===== src/sv/assert_macros.svh =====
// ----------------------------------------------------------------------------
// assert_macros.svh
// concurrent assertion shorthands shared by the rtl
// ----------------------------------------------------------------------------
`ifndef ASSERT_MACROS_SVH
`define ASSERT_MACROS_SVH

// property holds on the same edge as its antecedent
`define ASSERT_SAME(label, clk, rst, ante, cons, msg) \
   label: assert property (@(posedge clk) disable iff (rst) (ante) |-> (cons)) \
      else $error(msg);

// property holds on the edge after its antecedent
`define ASSERT_NEXT(label, clk, rst, ante, cons, msg) \
   label: assert property (@(posedge clk) disable iff (rst) (ante) |=> (cons)) \
      else $error(msg);

`endif


===== src/sv/ams_pkg.sv =====
// ----------------------------------------------------------------------------
// ams_pkg
// shared types and constants of the autonomous mode supervisor
// ----------------------------------------------------------------------------
package ams_pkg;

   // configuration register indexes
   localparam int CsrIdxWidth = 1;
   localparam logic [CsrIdxWidth-1:0] CSR_STOP_SPEED = 1'd0;
   localparam logic [CsrIdxWidth-1:0] CSR_HEARTBEAT  = 1'd1;

   localparam logic [15:0] STOP_SPEED_RESET = 16'd1;
   localparam logic [31:0] HEARTBEAT_RESET  = 32'd500000;

   // steering handshake states
   typedef enum logic [2:0] {
      STEER_RESET  = 3'd0,
      STEER_INIT   = 3'd1,
      STEER_WAIT   = 3'd2,
      STEER_ARMED  = 3'd3,
      STEER_ENGAGE = 3'd4,
      STEER_ACTIVE = 3'd5
   } steer_state_type;

   // vehicle steering status codes
   localparam logic [3:0] STS_READY   = 4'd3;
   localparam logic [3:0] STS_ANGLE   = 4'd4;
   localparam logic [3:0] STS_FAULT_A = 4'd6;
   localparam logic [3:0] STS_FAULT_B = 4'd7;

   // competition flag range
   localparam logic [2:0] COMP_LOW  = 3'd1;
   localparam logic [2:0] COMP_HIGH = 3'd3;

   typedef struct packed {
      logic ready;
      logic lateral;
      logic longitudinal;
      logic run;
   } flags_type;

   typedef struct packed {
      logic        mode_msg_valid;
      logic        manual_request;
      logic        operation_request;
      logic        lateral_request;
      logic        longitudinal_request;
      logic [2:0]  emergency_flag;
      logic [15:0] wheel_speed_fl;
      logic        brake_active;
      logic [3:0]  steer_status;
      logic [7:0]  health_seq;
      logic [31:0] tick_time_us;
   } req_type;

   typedef struct packed {
      flags_type  flags;
      logic       healthy;
      logic [2:0] steer_state;
   } rsp_type;

endpackage


===== src/sv/ams_req_if.sv =====
// ----------------------------------------------------------------------------
// ams_req_if
// tick transaction channel into the supervisor
// ----------------------------------------------------------------------------
interface ams_req_if;
   logic        valid;
   logic        ready;
   logic        mode_msg_valid;
   logic        manual_request;
   logic        operation_request;
   logic        lateral_request;
   logic        longitudinal_request;
   logic [2:0]  emergency_flag;
   logic [15:0] wheel_speed_fl;
   logic        brake_active;
   logic [3:0]  steer_status;
   logic [7:0]  health_seq;
   logic [31:0] tick_time_us;

   modport source (
      output valid, mode_msg_valid, manual_request, operation_request,
             lateral_request, longitudinal_request, emergency_flag,
             wheel_speed_fl, brake_active, steer_status, health_seq, tick_time_us,
      input  ready
   );

   modport sink (
      input  valid, mode_msg_valid, manual_request, operation_request,
             lateral_request, longitudinal_request, emergency_flag,
             wheel_speed_fl, brake_active, steer_status, health_seq, tick_time_us,
      output ready
   );
endinterface


===== src/sv/ams_rsp_if.sv =====
// ----------------------------------------------------------------------------
// ams_rsp_if
// result transaction channel out of the supervisor
// ----------------------------------------------------------------------------
interface ams_rsp_if;
   logic       valid;
   logic       ready;
   logic       ad_ready;
   logic       lateral_enabled;
   logic       longitudinal_enabled;
   logic       run_user_command;
   logic       command_healthy;
   logic [2:0] steer_request_state;

   modport source (
      output valid, ad_ready, lateral_enabled, longitudinal_enabled,
             run_user_command, command_healthy, steer_request_state,
      input  ready
   );

   modport sink (
      input  valid, ad_ready, lateral_enabled, longitudinal_enabled,
             run_user_command, command_healthy, steer_request_state,
      output ready
   );
endinterface


===== src/sv/ams_mode.sv =====
// ----------------------------------------------------------------------------
// ams_mode
// mode request rules, competition latch and brake override
// ----------------------------------------------------------------------------
module ams_mode (
   input  ams_pkg::req_type   req,
   input  ams_pkg::flags_type cur,
   input  logic               healthy_prev,
   input  logic [15:0]        stop_limit,
   output ams_pkg::flags_type nxt
);

   logic comp;
   logic stopped;

   assign comp    = (req.emergency_flag >= ams_pkg::COMP_LOW) &&
                    (req.emergency_flag <= ams_pkg::COMP_HIGH);
   assign stopped = req.wheel_speed_fl < stop_limit;

   always_comb begin
      ams_pkg::flags_type f;
      logic skip_latch;
      f          = cur;
      skip_latch = 1'b0;

      if (req.mode_msg_valid) begin
         if (req.manual_request) begin
            f          = '0;
            skip_latch = 1'b1;
         end else begin
            if (req.operation_request && !f.ready && stopped) begin
               f.ready = 1'b1;
            end
            if (!f.ready) begin
               f.lateral      = 1'b0;
               f.longitudinal = 1'b0;
               skip_latch     = 1'b1;
            end else begin
               if (req.lateral_request && stopped) begin
                  f.lateral = 1'b1;
               end
               if (req.longitudinal_request && stopped) begin
                  f.longitudinal = 1'b1;
               end
               if (f.lateral && f.longitudinal) begin
                  f.run = 1'b1;
               end
            end
         end
      end

      // competition latch
      if (!skip_latch && f.run && comp) begin
         f.ready        = 1'b1;
         f.lateral      = 1'b1;
         f.longitudinal = 1'b1;
      end

      // brake override
      if ((f.lateral || f.longitudinal) && req.brake_active) begin
         f.longitudinal = 1'b0;
         if (!comp) begin
            f.run     = 1'b0;
            f.lateral = 1'b0;
         end
      end

      // brake while unhealthy, health from the previous tick
      if (!healthy_prev && f.ready && req.brake_active) begin
         f.ready        = 1'b0;
         f.lateral      = 1'b0;
         f.longitudinal = 1'b0;
         if (!comp) begin
            f.run = 1'b0;
         end
      end

      nxt = f;
   end

endmodule


===== src/sv/ams_health.sv =====
// ----------------------------------------------------------------------------
// ams_health
// heartbeat sequence tracking and timeout check
// ----------------------------------------------------------------------------
module ams_health (
   input  logic [7:0]  last_seq,
   input  logic [31:0] last_time,
   input  logic [7:0]  seq,
   input  logic [31:0] now,
   input  logic [31:0] timeout,
   output logic        seq_changed,
   output logic        healthy
);

   logic [31:0] diff;

   assign seq_changed = last_seq != seq;
   // absolute difference, time going backwards counts too
   assign diff = (last_time > now) ? (last_time - now) : (now - last_time);
   // a fresh sequence restarts the timer and counts as healthy whatever the difference
   assign healthy = seq_changed || (diff <= timeout);

endmodule


===== src/sv/ams_steer.sv =====
// ----------------------------------------------------------------------------
// ams_steer
// steering handshake next state
// ----------------------------------------------------------------------------
module ams_steer (
   input  logic                     lateral,
   input  ams_pkg::steer_state_type state,
   input  logic [3:0]               status,
   output ams_pkg::steer_state_type nxt
);

   always_comb begin
      nxt = state;
      if (!lateral) begin
         nxt = ams_pkg::STEER_INIT;
      end else begin
         unique case (state)
            ams_pkg::STEER_INIT: begin
               nxt = ams_pkg::STEER_WAIT;
            end
            ams_pkg::STEER_WAIT: begin
               if (status <= ams_pkg::STS_READY || status == ams_pkg::STS_FAULT_A ||
                   status == ams_pkg::STS_FAULT_B) begin
                  nxt = ams_pkg::STEER_ARMED;
               end
            end
            ams_pkg::STEER_ARMED: begin
               if (status == ams_pkg::STS_READY) begin
                  nxt = ams_pkg::STEER_ENGAGE;
               end
            end
            ams_pkg::STEER_ENGAGE: begin
               if (status == ams_pkg::STS_ANGLE) begin
                  nxt = ams_pkg::STEER_ACTIVE;
               end
            end
            ams_pkg::STEER_ACTIVE: begin
               if (status == ams_pkg::STS_FAULT_A || status == ams_pkg::STS_FAULT_B ||
                   status == ams_pkg::STS_READY) begin
                  nxt = ams_pkg::STEER_INIT;
               end
            end
            default: begin
               nxt = ams_pkg::STEER_INIT;
            end
         endcase
      end
   end

endmodule


===== src/sv/autonomous_mode_supervisor_unit.sv =====
// ----------------------------------------------------------------------------
// autonomous_mode_supervisor_unit
// mode flags, brake override, heartbeat health and steering handshake
// ----------------------------------------------------------------------------
// One tick transaction in, one result transaction out. Each tick is captured
// in an input register; once the output register is free or being drained,
// the mode rules, brake override, heartbeat check and steering step are
// evaluated against the supervisor state, and the state is updated and the
// result loaded into the output register in the same cycle.
// A new tick is accepted every cycle as long as results are taken: the
// output register decouples the result side, so throughput is one
// transaction per clock. The two csr registers (stop speed limit, heartbeat
// timeout) are to be written by the user only while the block is idle, which
// the block itself does not enforce; they take effect for the next tick.
// ----------------------------------------------------------------------------
`include "assert_macros.svh"

module autonomous_mode_supervisor_unit (
   input  logic                                clock,
   input  logic                                reset,
   ams_req_if.sink                             req_chan,
   ams_rsp_if.source                           rsp_chan,
   input  logic                                csr_wr_en,
   input  logic [ams_pkg::CsrIdxWidth-1:0]     csr_index,
   input  logic [31:0]                         csr_wr_data
);

   // csr registers
   logic [15:0] stop_limit_ff;
   logic [31:0] timeout_ff;

   // input stage
   logic             in_valid_ff;
   ams_pkg::req_type in_data_ff;

   // output stage
   logic             out_valid_ff;
   ams_pkg::rsp_type out_data_ff;
   ams_pkg::rsp_type out_data_in;

   // supervisor state
   ams_pkg::flags_type       flags_ff, flags_in;
   logic                     healthy_ff, healthy_in;
   logic [7:0]               last_seq_ff, last_seq_in;
   logic [31:0]              last_time_ff, last_time_in;
   ams_pkg::steer_state_type steer_ff, steer_in;

   // combinational results
   ams_pkg::flags_type       flags_calc;
   logic                     seq_changed;
   logic                     healthy_calc;
   ams_pkg::steer_state_type steer_calc;

   logic adv;

   // input stage moves on when the output register is free or being drained
   assign adv            = in_valid_ff && (!out_valid_ff || rsp_chan.ready);
   assign req_chan.ready = !in_valid_ff || adv;

   // csr write port
   always_ff @(posedge clock) begin
      if (reset) begin
         stop_limit_ff <= ams_pkg::STOP_SPEED_RESET;
         timeout_ff    <= ams_pkg::HEARTBEAT_RESET;
      end else if (csr_wr_en) begin
         unique case (csr_index)
            ams_pkg::CSR_STOP_SPEED: stop_limit_ff <= csr_wr_data[15:0];
            ams_pkg::CSR_HEARTBEAT:  timeout_ff    <= csr_wr_data;
            default: ;
         endcase
      end
   end

   // input register
   always_ff @(posedge clock) begin
      if (reset) begin
         in_valid_ff <= 1'b0;
      end else if (req_chan.ready) begin
         in_valid_ff <= req_chan.valid;
      end
   end

   always_ff @(posedge clock) begin
      if (req_chan.valid && req_chan.ready) begin
         in_data_ff.mode_msg_valid       <= req_chan.mode_msg_valid;
         in_data_ff.manual_request       <= req_chan.manual_request;
         in_data_ff.operation_request    <= req_chan.operation_request;
         in_data_ff.lateral_request      <= req_chan.lateral_request;
         in_data_ff.longitudinal_request <= req_chan.longitudinal_request;
         in_data_ff.emergency_flag       <= req_chan.emergency_flag;
         in_data_ff.wheel_speed_fl       <= req_chan.wheel_speed_fl;
         in_data_ff.brake_active         <= req_chan.brake_active;
         in_data_ff.steer_status         <= req_chan.steer_status;
         in_data_ff.health_seq           <= req_chan.health_seq;
         in_data_ff.tick_time_us         <= req_chan.tick_time_us;
      end
   end

   // mode rules and brake override, brake check uses last tick's health
   ams_mode u_mode (
      .req          (in_data_ff),
      .cur          (flags_ff),
      .healthy_prev (healthy_ff),
      .stop_limit   (stop_limit_ff),
      .nxt          (flags_calc)
   );

   // heartbeat timeout
   ams_health u_health (
      .last_seq    (last_seq_ff),
      .last_time   (last_time_ff),
      .seq         (in_data_ff.health_seq),
      .now         (in_data_ff.tick_time_us),
      .timeout     (timeout_ff),
      .seq_changed (seq_changed),
      .healthy     (healthy_calc)
   );

   // steering handshake follows the lateral flag after override
   ams_steer u_steer (
      .lateral (flags_calc.lateral),
      .state   (steer_ff),
      .status  (in_data_ff.steer_status),
      .nxt     (steer_calc)
   );

   // state next values, held unless a tick is processed
   always_comb begin
      flags_in     = flags_ff;
      healthy_in   = healthy_ff;
      last_seq_in  = last_seq_ff;
      last_time_in = last_time_ff;
      steer_in     = steer_ff;
      if (adv) begin
         flags_in   = flags_calc;
         healthy_in = healthy_calc;
         steer_in   = steer_calc;
         if (seq_changed) begin
            last_seq_in  = in_data_ff.health_seq;
            last_time_in = in_data_ff.tick_time_us;
         end
      end
   end

   always_ff @(posedge clock) begin
      if (reset) begin
         flags_ff     <= '0;
         healthy_ff   <= 1'b0;
         last_seq_ff  <= '0;
         last_time_ff <= '0;
         steer_ff     <= ams_pkg::STEER_RESET;
      end else begin
         flags_ff     <= flags_in;
         healthy_ff   <= healthy_in;
         last_seq_ff  <= last_seq_in;
         last_time_ff <= last_time_in;
         steer_ff     <= steer_in;
      end
   end

   // result register
   always_comb begin
      out_data_in.flags       = flags_calc;
      out_data_in.healthy     = healthy_calc;
      out_data_in.steer_state = steer_calc;
   end

   always_ff @(posedge clock) begin
      if (reset) begin
         out_valid_ff <= 1'b0;
      end else if (adv) begin
         out_valid_ff <= 1'b1;
      end else if (rsp_chan.ready) begin
         out_valid_ff <= 1'b0;
      end
   end

   always_ff @(posedge clock) begin
      if (adv) begin
         out_data_ff <= out_data_in;
      end
   end

   assign rsp_chan.valid                = out_valid_ff;
   assign rsp_chan.ad_ready             = out_data_ff.flags.ready;
   assign rsp_chan.lateral_enabled      = out_data_ff.flags.lateral;
   assign rsp_chan.longitudinal_enabled = out_data_ff.flags.longitudinal;
   assign rsp_chan.run_user_command     = out_data_ff.flags.run;
   assign rsp_chan.command_healthy      = out_data_ff.healthy;
   assign rsp_chan.steer_request_state  = out_data_ff.steer_state;

   // an axis is never enabled without ready
   `ASSERT_SAME(a_axis_needs_ready, clock, reset, flags_ff.lateral || flags_ff.longitudinal, flags_ff.ready, "axis enabled without ready")

   // every processed tick leaves the handshake in its legal range
   `ASSERT_NEXT(a_steer_range, clock, reset, adv, steer_ff >= ams_pkg::STEER_INIT && steer_ff <= ams_pkg::STEER_ACTIVE, "steering state out of range")

   // a processed tick always shows up as a pending result
   `ASSERT_NEXT(a_result_loaded, clock, reset, adv, out_valid_ff && out_data_ff.steer_state == steer_ff, "result not loaded")

endmodule

===== src/flat_wrapper.sv =====
// flat-port wrapper written by rule: the top's interface ports become plain ports
module autonomous_mode_supervisor_unit_flat 
  (clock, reset, csr_wr_en, csr_index, csr_wr_data, req_chan_valid, req_chan_mode_msg_valid, req_chan_manual_request, req_chan_operation_request, req_chan_lateral_request, req_chan_longitudinal_request, req_chan_emergency_flag, req_chan_wheel_speed_fl, req_chan_brake_active, req_chan_steer_status, req_chan_health_seq, req_chan_tick_time_us, req_chan_ready, rsp_chan_valid, rsp_chan_ad_ready, rsp_chan_lateral_enabled, rsp_chan_longitudinal_enabled, rsp_chan_run_user_command, rsp_chan_command_healthy, rsp_chan_steer_request_state, rsp_chan_ready);
  ams_req_if req_chan_i ();
  ams_rsp_if rsp_chan_i ();
  input  logic clock;
  input  logic reset;
  input  logic csr_wr_en;
  input  logic [ams_pkg::CsrIdxWidth-1:0] csr_index;
  input  logic [31:0] csr_wr_data;
  input wire logic [$bits(req_chan_i.valid)-1:0] req_chan_valid;
  input wire logic [$bits(req_chan_i.mode_msg_valid)-1:0] req_chan_mode_msg_valid;
  input wire logic [$bits(req_chan_i.manual_request)-1:0] req_chan_manual_request;
  input wire logic [$bits(req_chan_i.operation_request)-1:0] req_chan_operation_request;
  input wire logic [$bits(req_chan_i.lateral_request)-1:0] req_chan_lateral_request;
  input wire logic [$bits(req_chan_i.longitudinal_request)-1:0] req_chan_longitudinal_request;
  input wire logic [$bits(req_chan_i.emergency_flag)-1:0] req_chan_emergency_flag;
  input wire logic [$bits(req_chan_i.wheel_speed_fl)-1:0] req_chan_wheel_speed_fl;
  input wire logic [$bits(req_chan_i.brake_active)-1:0] req_chan_brake_active;
  input wire logic [$bits(req_chan_i.steer_status)-1:0] req_chan_steer_status;
  input wire logic [$bits(req_chan_i.health_seq)-1:0] req_chan_health_seq;
  input wire logic [$bits(req_chan_i.tick_time_us)-1:0] req_chan_tick_time_us;
  output wire logic [$bits(req_chan_i.ready)-1:0] req_chan_ready;
  output wire logic [$bits(rsp_chan_i.valid)-1:0] rsp_chan_valid;
  output wire logic [$bits(rsp_chan_i.ad_ready)-1:0] rsp_chan_ad_ready;
  output wire logic [$bits(rsp_chan_i.lateral_enabled)-1:0] rsp_chan_lateral_enabled;
  output wire logic [$bits(rsp_chan_i.longitudinal_enabled)-1:0] rsp_chan_longitudinal_enabled;
  output wire logic [$bits(rsp_chan_i.run_user_command)-1:0] rsp_chan_run_user_command;
  output wire logic [$bits(rsp_chan_i.command_healthy)-1:0] rsp_chan_command_healthy;
  output wire logic [$bits(rsp_chan_i.steer_request_state)-1:0] rsp_chan_steer_request_state;
  input wire logic [$bits(rsp_chan_i.ready)-1:0] rsp_chan_ready;
  assign req_chan_i.valid = req_chan_valid;
  assign req_chan_i.mode_msg_valid = req_chan_mode_msg_valid;
  assign req_chan_i.manual_request = req_chan_manual_request;
  assign req_chan_i.operation_request = req_chan_operation_request;
  assign req_chan_i.lateral_request = req_chan_lateral_request;
  assign req_chan_i.longitudinal_request = req_chan_longitudinal_request;
  assign req_chan_i.emergency_flag = req_chan_emergency_flag;
  assign req_chan_i.wheel_speed_fl = req_chan_wheel_speed_fl;
  assign req_chan_i.brake_active = req_chan_brake_active;
  assign req_chan_i.steer_status = req_chan_steer_status;
  assign req_chan_i.health_seq = req_chan_health_seq;
  assign req_chan_i.tick_time_us = req_chan_tick_time_us;
  assign req_chan_ready = req_chan_i.ready;
  assign rsp_chan_valid = rsp_chan_i.valid;
  assign rsp_chan_ad_ready = rsp_chan_i.ad_ready;
  assign rsp_chan_lateral_enabled = rsp_chan_i.lateral_enabled;
  assign rsp_chan_longitudinal_enabled = rsp_chan_i.longitudinal_enabled;
  assign rsp_chan_run_user_command = rsp_chan_i.run_user_command;
  assign rsp_chan_command_healthy = rsp_chan_i.command_healthy;
  assign rsp_chan_steer_request_state = rsp_chan_i.steer_request_state;
  assign rsp_chan_i.ready = rsp_chan_ready;
  autonomous_mode_supervisor_unit u_core (.clock(clock), .reset(reset), .req_chan(req_chan_i), .rsp_chan(rsp_chan_i), .csr_wr_en(csr_wr_en), .csr_index(csr_index), .csr_wr_data(csr_wr_data));
endmodule

===== config.mk =====
export PLATFORM = sky130hd
export DESIGN_NAME = autonomous_mode_supervisor_unit_flat
export DESIGN_NICKNAME = d
export VERILOG_FILES = /design/src/sv/ams_pkg.sv /design/src/sv/ams_req_if.sv /design/src/sv/ams_rsp_if.sv /design/src/sv/ams_mode.sv /design/src/sv/ams_health.sv /design/src/sv/ams_steer.sv /design/src/sv/autonomous_mode_supervisor_unit.sv /design/src/flat_wrapper.sv
export VERILOG_INCLUDE_DIRS = /design/src /design/src/sv
export SDC_FILE = /design/constraint.sdc
export NUM_CORES = 1
export LEC_CHECK = 0
export BUFFER_PORTS_ARGS = -buffer_cell sky130_fd_sc_hd__clkbuf_2
export CAP_MARGIN = 40
export CORE_MARGIN = 5
export CORE_UTILIZATION = 55
export CTS_BUF_LIST = sky130_fd_sc_hd__clkbuf_4
export CTS_CLUSTER_DIAMETER = 60
export DETAILED_ROUTE_END_ITERATION = 8
export GPL_ROUTABILITY_DRIVEN = 1
export PLACE_DENSITY_LB_ADDON = 0.25
export SYNTH_ARGS = -nofsm -noshare
export SYNTH_HDL_FRONTEND = slang
export SYNTH_SLANG_ARGS = --single-unit

===== constraint.sdc =====
create_clock -name clock -period 9.1 [get_ports clock]
set_input_delay 0.455 -clock clock [delete_from_list [all_inputs] [get_ports clock]]
set_output_delay 0.455 -clock clock [all_outputs]
set_load 0.02 [all_outputs]

# [Word level (Yosys, flattened, before mapping)]
# Cells that the tools add are included.
[classes] div_mod_pow=0 eq_ne=10 addsub=2 n_mux=34 mul=0 reduce_logical=30 bitwise=1 n_lt_le_gt_ge=6 shifts=0
[ops] operator="$sub 32x32->32" count=2
[ops] operator="$gt 32x32->1" count=1
[ops] operator="$le 32x32->1" count=1
[ops] operator="$mux 32" count=1
[ops] operator="$mux 1" count=21
[ops] operator="$mux 3" count=7
[ops] operator="$lt 16x16->1" count=1
[ops] operator="$pmux 3 s5" count=1
[ops] operator="$logic_and 1x1->1" count=13
[ops] operator="$eq 4x3->1 const B" count=3
[ops] operator="$mux 4" count=3
[ops] operator="$logic_or 1x1->1" count=8
[ops] operator="$ne 8x8->1" count=1
[ops] operator="$eq 3x2->1 const B" count=2
[ops] operator="$eq 3x3->1 const B" count=2
[ops] operator="$reduce_and 2->1" count=3
[ops] operator="$logic_not 1->1" count=5
[ops] operator="$eq 4x2->1 const B" count=1
[ops] operator="$le 4x2->1 const B" count=1
[ops] operator="$eq 3x1->1 const B" count=1
[ops] operator="$ge 3x1->1 const B" count=1
[ops] operator="$le 3x2->1 const B" count=1
[ops] operator="$mux 2" count=1
[ops] operator="$reduce_bool 2->1" count=1
[ops] operator="$not 1->1" count=1
[word_totals] output_inout_bits=10 ram_bits=0 latchBits=0 elab_cells=112 rom_bits=0 reg_bits=175 in_bits=107 n_memories=0

# [Longest topological paths before layout]
# Gate-level depths: netlist of run 1.
[depth] word_depth=23 ltp_mapped=25 mapped_depth_nobuf=22

# [Cells and area by module]
# Synthesis of run 1 repeated with hierarchy kept, for this count alone.
[unflattened] hier_cells=1280 hier_area_um2=11589.9
[by_module_without_submodules] module="autonomous_mode_supervisor_unit" n_inst=1 area_per_inst_um2=6319.8 seq_area_each_um2=4274.1 cells_each=509
[by_module_without_submodules] module="ams_health" n_inst=1 area_per_inst_um2=4533.1 seq_area_each_um2=0.0 cells_each=670
[by_module_without_submodules] module="ams_mode" n_inst=1 area_per_inst_um2=609.3 seq_area_each_um2=0.0 cells_each=83
[by_module_without_submodules] module="ams_steer" n_inst=1 area_per_inst_um2=127.6 seq_area_each_um2=0.0 cells_each=18

# [Worst setup path after synthesis of run 1]
# No wires, ideal clock.
[synth_timing] path_kind="register to register" startpoint="register u_core.in_data_ff[0] (netlist bit)" endpoint="register u_core.healthy_ff" path_buffers=3 path_stages_with_launch=23 slack_ns=4.582 synth_period_minus_slack_ns=4.518 setup_ns=0.059 arrival_time_ns=4.460 t_required_ns=9.041 path_cell_list="edfxtp_1 -> ha_1 -> inv_1 -> fa_1 -> a211oi_1 -> nor2_1 -> o21ai_0 -> a21oi_1 -> o31ai_1 -> buf_6 -> buf_2 -> buf_2 -> mux2_2 -> ha_1 -> nor2b_1 -> o21a_1 -> o21a_1 -> o21a_1 -> o21ai_0 -> a211o_1 -> a311oi_1 -> o311ai_0 -> o211a_1"
[synth_between] elab_chain_cells=4 word_cells_on_any_way=6 classes_between="add/sub (2); order compare (2); mux (1); reduce/logical (1)"
[synth_lines] element="from (decl)" line="autonomous_mode_supervisor_unit.sv:34" source="ams_pkg::req_type in_data_ff;"
[synth_lines] element="$sub 32x32->32 / $gt 32x32->1 (equally long branches)" line="ams_health.sv:19" source="assign diff = (last_time > now) ? (last_time - now) : (now - last_time);"
[synth_lines] element="$mux 32 (*)" line="ams_health.sv:19"
[synth_lines] element="$le 32x32->1 (*)" line="ams_health.sv:21" source="assign healthy = seq_changed || (diff <= timeout);"
[synth_lines] element="$logic_or 1x1->1 (*)" line="ams_health.sv:21"
[synth_lines] element="net u_core.healthy_calc" line="autonomous_mode_supervisor_unit.sv:51" source="logic healthy_calc;"
[synth_lines] element="to (signal assigned)" line="autonomous_mode_supervisor_unit.sv:154" source="healthy_ff <= healthy_in;"
[synth_lines] element="to (decl)" line="autonomous_mode_supervisor_unit.sv:43" source="logic healthy_ff, healthy_in;"
# Mark *: on every way through the listed nets, which the timed path passes. The rest lies on a longest branch.
# A chain may end at the register's enable or synchronous reset.

# [Worst setup path after layout of run 1]
[layout_timing] startpoint="register u_core.in_data_ff[0] (netlist bit)" endpoint="register u_core.out_data_ff (netlist bit u_core.rsp_chan.command_healthy) (data pin)"
[layout_between] elab_chain_cells=4 word_cells_on_any_way=6 classes_between="add/sub (2); order compare (2); mux (1); reduce/logical (1)"
[layout_lines] element="$sub 32x32->32 / $gt 32x32->1 (equally long branches)" line="ams_health.sv:19"
[layout_lines] element="$mux 32 (*)" line="ams_health.sv:19"
[layout_lines] element="$le 32x32->1 (*)" line="ams_health.sv:21"
[layout_lines] element="$logic_or 1x1->1 (*)" line="ams_health.sv:21"
[layout_lines] element="net u_core.healthy_calc" line="autonomous_mode_supervisor_unit.sv:51"
[layout_lines] element="to (signal assigned)" line="autonomous_mode_supervisor_unit.sv:180" source="out_data_ff <= out_data_in;"
[layout_lines] element="to (decl)" line="autonomous_mode_supervisor_unit.sv:38" source="ams_pkg::rsp_type out_data_ff;"
# Marked as above.

==> results.cfg, run 1 <==
[global_route]
grt_remaining_overflow = 0
vias_in_the_first_global_route = 8896
grtUsageTotal = 0.2351
grt_first_pass_wirelength_um = 42720
maximum_number_of_pins_on_one_net_before_global_route_repair = 70
antenna_found_initial = 1

[timing]
totalNegativeSetupSlack_ns = 0
final_hold_vios = 0
timing.final.crit_period_ns = 5.402
rsz_0062_raised_after_global_routing = no
timing.fmax_ghz = 0.1851
relSlewSlack = 0.4273
tightestPinTransition_ns = 0.8569
finalClockSkew_ns = 0.02962
maxSlewViolCount = 0
finalSetupViolations = 0
post-route-period-util = 0.5936

[place]
place.gp.congestion = 0.9398
place_inst = 1551
numPortBuffers = 116
dp.final_hpwl_um = 19420

[cts]
htree_levels = 4
cts_inserted_buffers = 17
ctsRootBufferMaster = clkbuf_4
clock_tree_from_tritoncts = yes
post_cts.repair.setup_buffers = 0
insertion_delay_ns = 0.61
clockBufferDepth = 2
clock-sinks = 175
clkSlewWorstSetupHoldPaths_ns = 0.16

[hold_path]
worstHoldPathType = in -> reg

[floorplan]
core_area_um2 = 19400
floorplan.die.height_um = 150.1
initial_standard_cell_utilization_of_the_core = 0.5562
die-area_um2 = 22520
io-pin-count = 117
number_of_rows_in_the_core_area = 51
die_w_um = 150.1

[power]
max-vdd-ir-drop_mv = 0.1018
static-leakage-power_nw = 5.401
powerDensity_nw_per_um2 = 144.6

[detailed_routing]
number_of_antenna_violating_nets_in_the_routed_design = 0
detailedRoute.firstPassIterationCount = 6
total_routed_wirelength_um = 26300
detailedRoute.firstIterationViolations = 580
via_per_inst = 5.515
drc_errors = 0
detailroute.via_count = 9116
post_drt_wl_per_cell_um = 15.91

[worst_setup_path]
worst_ep_required_time_ns = 9.43
setup.worst_path.start_class = register
timing.critical_path.arrival_ns = 5.73
cp-end-kind = register
crit_fanout = 26
setup_crit_path_kind = reg -> reg

[final_layout]
postLayoutCoreUtil = 0.6496
most_frequent_standard_cell_in_the_layout_excluding_fill_and_tap_cells = a21oi_1
fraction_of_layout_instances_using_a_drive_strength_above_1 = 0.1247
stdcell_count = 1653
mostFrequentLayoutCells = a21oi_1, inv_1, nand2_1
nets = 1593
n_fill_cell = 1674
layout-area-overhead-vs-synth_pct = 16.79

[synth]
ys_ff_latch = 175
post_synth_inst_count = 1214
synth_ff_type = dfxtp_1
sequential_to_total_area_share_from_yosys_stat = 0.3961
yosys.area.top_type_share = 0.2143
syn-mean-instance-area_um2 = 8.887
syn_nets = 1433
synth-edff-count = 77
synth.largest_area_cell = edfxtp_1
synth_area_um2 = 10790
ys_top_cells_by_area = edfxtp_1, dfxtp_1, ha_1
netlist-cell-type-count = 64
async_set_or_reset_register_ratio_after_synthesis = 0
yosys_warnings = 0

[status]
status = finished clean

[flow_run]
maxCapViolations = 0
-- flip-flops by register name, indices dropped and copies added (netlist names), 3 cells and up --
signal	count
u_core.last_time_ff	32
u_core.rsp_chan.steer_request_state	3
u_core.in_data_ff	69
u_core.steer_ff	3
u_core.last_seq_ff	8
u_core.stop_limit_ff	16
u_core.timeout_ff	32
u_core.flags_ff	4
-- cell usage after synthesis, types with 3 or more instances --
cell and count:
a21o_1 29, or4_1 3, buf_2 6, o211ai_1 12, a21oi_1 140, mux2i_1 62
nand3_1 12, a311oi_1 3, xnor2_1 28, a211oi_1 6, o31ai_1 6, nand4_1 23
nand2_1 137, mux2_2 6, o31a_1 3, and2_1 5, nor2_1 84, or3_1 3
and4_1 5, a21boi_1 3, buf_1 6, nor2b_1 9, nor3_1 7, and3_1 4
inv_1 139, o21ai_0 61, o21ai_1 3, clkbuf_1 37, ha_1 110, o21bai_1 21
edfxtp_1 77, xor2_1 9, a31oi_1 9, o21a_1 5, nand2b_1 6, dfxtp_1 98
-- critical path, cell delays in order, from the launching register on --
cell	delay, ns
edfxtp_1	0.41
ha_1	0.15
inv_1	0.06
fa_1	0.40
a211oi_1	0.22
nor2_1	0.09
o21ai_0	0.35
a21oi_1	0.22
o31ai_4	0.29
buf_4	0.37
mux2i_1	0.31
a31o_1	0.27
a31oi_1	0.12
xnor2_1	0.26
ha_1	0.30
a21o_1	0.18
a21o_1	0.16
a21oi_1	0.13
nor2b_1	0.06
o21ai_0	0.16
a31oi_1	0.12
o311ai_0	0.49
-- worst paths after layout --
kind	cells after the start	slack [ns]	endpoint	start
setup / recovery	21	3.70	u_core.rsp_chan.command_healthy$_DFFE_PP_	u_core.in_data_ff[0]$_DFFE_PP_
hold / removal	1	0.03	u_core.in_data_ff[28]$_DFFE_PP_	req_chan_tick_time_us[28]
setup reg to reg	21	3.70	u_core.rsp_chan.command_healthy$_DFFE_PP_	u_core.in_data_ff[0]$_DFFE_PP_
hold reg to reg	2	0.47	u_core.timeout_ff[27]$_SDFFE_PP0P_	u_core.timeout_ff[27]$_SDFFE_PP0P_
-- timing repair --
action | CTS | global route
setup endpoints to repair | 0 | 0
gates resized for setup | 0 | 0
hold buffers | 47 | 21
endpoints found under the hold margin | 47 | 21
-- cells by family (layout without fill, tap and decap cells) --
logic type	count (synthesis)	count (layout)	synth area share
AO/OA/AOI/OAI	330	330	0.1873
XOR/XNOR	37	37	0.03004
adder cells (fa/ha/maj)	112	112	0.1313
buffers and inverters	191	364	0.06854
flip-flops	175	175	0.3961
multiplexers	68	68	0.06378
other	0	1	0
AND/OR/NAND/NOR	301	301	0.1229
-- stage by stage --
stage	area [µm²]	total power, mW	worst slack [ns]	hold slack, ns
2_1_floorplan	10790	1.201	4.582	0.4363
3_3_place_gp	11560	1.314	4.050	0.4427
3_5_place_dp	11570	1.321	3.857	0.4477
4_1_cts	12370	1.824	3.812	0.0002882
5_1_grt	12600	1.929	3.322	0.004593
6_report	12600	1.822	3.698	0.03384
-- power breakdown --
group / internal (mW) / total (mW) / switching, mW
Combinational: 0.194 / 0.446 / 0.251
Clock: 0.139 / 0.488 / 0.349
Sequential: 0.863 / 0.888 / 0.0247
Total: 1.20 / 1.82 / 0.625
-- metal layers --
metal / wire (µm) / GRT usage / part of all wire / vias to the layer above
met5: 0 / 0 / 0 / -
met4: 544 / 0.06725 / 0.021 / 0
met3: 1110 / 0.03422 / 0.042 / 45
met2: 12830 / 0.4089 / 0.49 / 218
met1: 11820 / 0.3050 / 0.45 / 4289
li1: - / - / - / 4564
-- area by class of cell --
class,instances,area [µm²],share of cell area
diodes,1,2.502,0.0001986
flip-flops and latches,175,4274,0.3392
clock inverters,15,203.9,0.01619
repair buffers,193,1341,0.1064
clock buffers,17,127.6,0.01013
multi-input cells,848,5798,0.4601
well taps,265,331.6,0.02631
inverters,139,521.8,0.04141
Note: power is estimated with default switching activity, not from simulation.
==> inputs of run 2 (changes only) <==
clock period = 4.8 ns   (was 9.1 ns; I/O delays follow)
==> results.cfg, run 2 (synthesized netlist as in run 1, its figures left out) <==
[timing]
tightestPinTransition_ns = 0.8892
maxSlewViolCount = 0
timing.final.crit_period_ns = 4.654
final.hold.worst_slack_ns = 0.1688
totalNegativeSetupSlack_ns = 0
finalClockSkew_ns = 0.02927
relSlewSlack = 0.4072
timing.fmax_ghz = 0.2149
rsz_0062_raised_after_global_routing = yes
timing.final.ws_setup_ns = 0.1459
finalSetupViolations = 0
final_hold_vios = 0
post-route-period-util = 0.9696

[floorplan]
die-area_um2 = 22520
io-pin-count = 117
number_of_rows_in_the_core_area = 51
die_w_um = 150.1
core_area_um2 = 19400
initial_standard_cell_utilization_of_the_core = 0.5562
floorplan.die.height_um = 150.1

[worst_setup_path]
setup.worst_path.start_class = register
cp-end-kind = register
worst_ep_required_time_ns = 5.36
crit_path_max_incr_delay_ns = 0.46
cp_cell_sequence = ha_2, inv_2, fa_2, a211oi_2, nor2_2, o21ai_1, buf_4, a21oi_4, o31ai_4, buf_6, buf_6, mux2_2, o21ai_0, xor2_1, ha_1, nand4_1, nor2_2, a2111oi_1, a311oi_2, o311ai_2, o211a_1
setup_crit_path_kind = reg -> reg
crit_slowest_cell = a2111oi_1
r2r_slack_ns = 0.15
crit_fanout = 7
timing.critical_path.arrival_ns = 5.21

[hold_path]
worstHoldPathType = in -> reg

[cts]
clkSlewWorstSetupHoldPaths_ns = 0.17
insertion_delay_ns = 0.61
clockBufferDepth = 2
htree_levels = 4
clock_tree_from_tritoncts = yes
ctsRootBufferMaster = clkbuf_4
clock-sinks = 175
cts_inserted_buffers = 17

[final_layout]
mostFrequentLayoutCells = a21oi_1, nand2_1, inv_1
design_area_um2 = 13610
n_fill_cell = 1554
fraction_of_layout_instances_using_a_drive_strength_above_1 = 0.1737
layout_top_registers = u_core.in_data_ff (69), u_core.last_time_ff (32), u_core.timeout_ff (32)
nets = 1697
multiInputGateArea_um2 = 5933
max_flop_register = u_core.in_data_ff
flip_flop_count_of_the_largest_register_all_copies_and_words_added = 69
layout-area-overhead-vs-synth_pct = 26.14
regArea_um2 = 4275
postLayoutCoreUtil = 0.7016

[place]
placed_cell_area_um2 = 11980
numPortBuffers = 116
dp.final_hpwl_um = 20390
place.gp.congestion = 0.9363
pre_cts_slack_ns = -0.1182

[detailed_routing]
drc_errors = 0
number_of_antenna_violating_nets_in_the_routed_design = 0
post_drt_wl_per_cell_um = 16.50
detailedRoute.firstIterationViolations = 571
detailedRoute.firstPassIterationCount = 5
via_per_inst = 5.464
total_routed_wirelength_um = 29000
detailroute.via_count = 9601

[global_route]
maximum_number_of_pins_on_one_net_before_global_route_repair = 46
grtUsageTotal = 0.2577
antenna_found_initial = 1
vias_in_the_first_global_route = 9340
grt_first_pass_wirelength_um = 46480
grt_remaining_overflow = 0

[status]
status = finished clean

[power]
max-vdd-ir-drop_mv = 0.1976
static-leakage-power_nw = 5.864
powerDensity_nw_per_um2 = 259.5

[flow_run]
maxCapViolations = 0
==> run 2: per-stage QoR <==
step                      power [mW]  cells
after floorplan                2.276   1214
after global placement         2.556   1603
after detailed placement       2.570   1605
after CTS                      3.509   1748
after global routing           3.724   1757
final                          3.532   1757
==> run 2: worst paths after layout <==
path | start | to | depth (start not counted)
min reg2reg | u_core.timeout_ff[6]$_SDFFE_PP0P_ | u_core.timeout_ff[6]$_SDFFE_PP0P_ | 2
max reg2reg | u_core.in_data_ff[0]$_DFFE_PP_ | u_core.healthy_ff$_SDFFE_PP0P_ | 21
max | u_core.in_data_ff[0]$_DFFE_PP_ | u_core.healthy_ff$_SDFFE_PP0P_ | 21
min | csr_wr_en | u_core.stop_limit_ff[15]$_SDFFE_PP0P_ | 4
==> run 2: timing repair <==
action,CTS,global route
endpoints found under the hold margin,119,0
hold buffers,110,0
resized for setup,6,31
buffers inserted,1,7
setup endpoints to repair,2,2
gates cloned,0,1
pin swaps,0,24
==> run 2: final cells by class <==
cell class	instances	area share
well taps	265	0.02436
clock inverters	15	0.01195
multi-input cells	848	0.4360
clock buffers	17	0.009378
diodes	1	0.0001839
inverters	139	0.03834
repair buffers	297	0.1657
flip-flops and latches	175	0.3141
==> run 2: routing by layer <==
metal,share of wire,track usage,up-vias
met3,0.038,0.04058,46
li1,-,-,4762
met1,0.44,0.3252,4561
met5,0,0,-
met2,0.50,0.4571,232
met4,0.020,0.07228,0
==> run 2: power breakdown <==
group          internal (mW)  switching (mW)  total [mW]  leakage [nW]
combinational          0.453           0.522       0.975          4.16
sequential              1.64          0.0476        1.68          1.54
clock                  0.243           0.630       0.872         0.161
==> run 2: worst max-delay path: cells and delay by family, from the launching register on <==
kind / cells / cell delay [ns]
compound gates: 9 / 2.08
fa+ha+maj: 3 / 0.82
buf+inv: 4 / 0.55
flops: 1 / 0.39
mux: 1 / 0.32
simple gates: 3 / 0.23
xor+xnor: 1 / 0.21
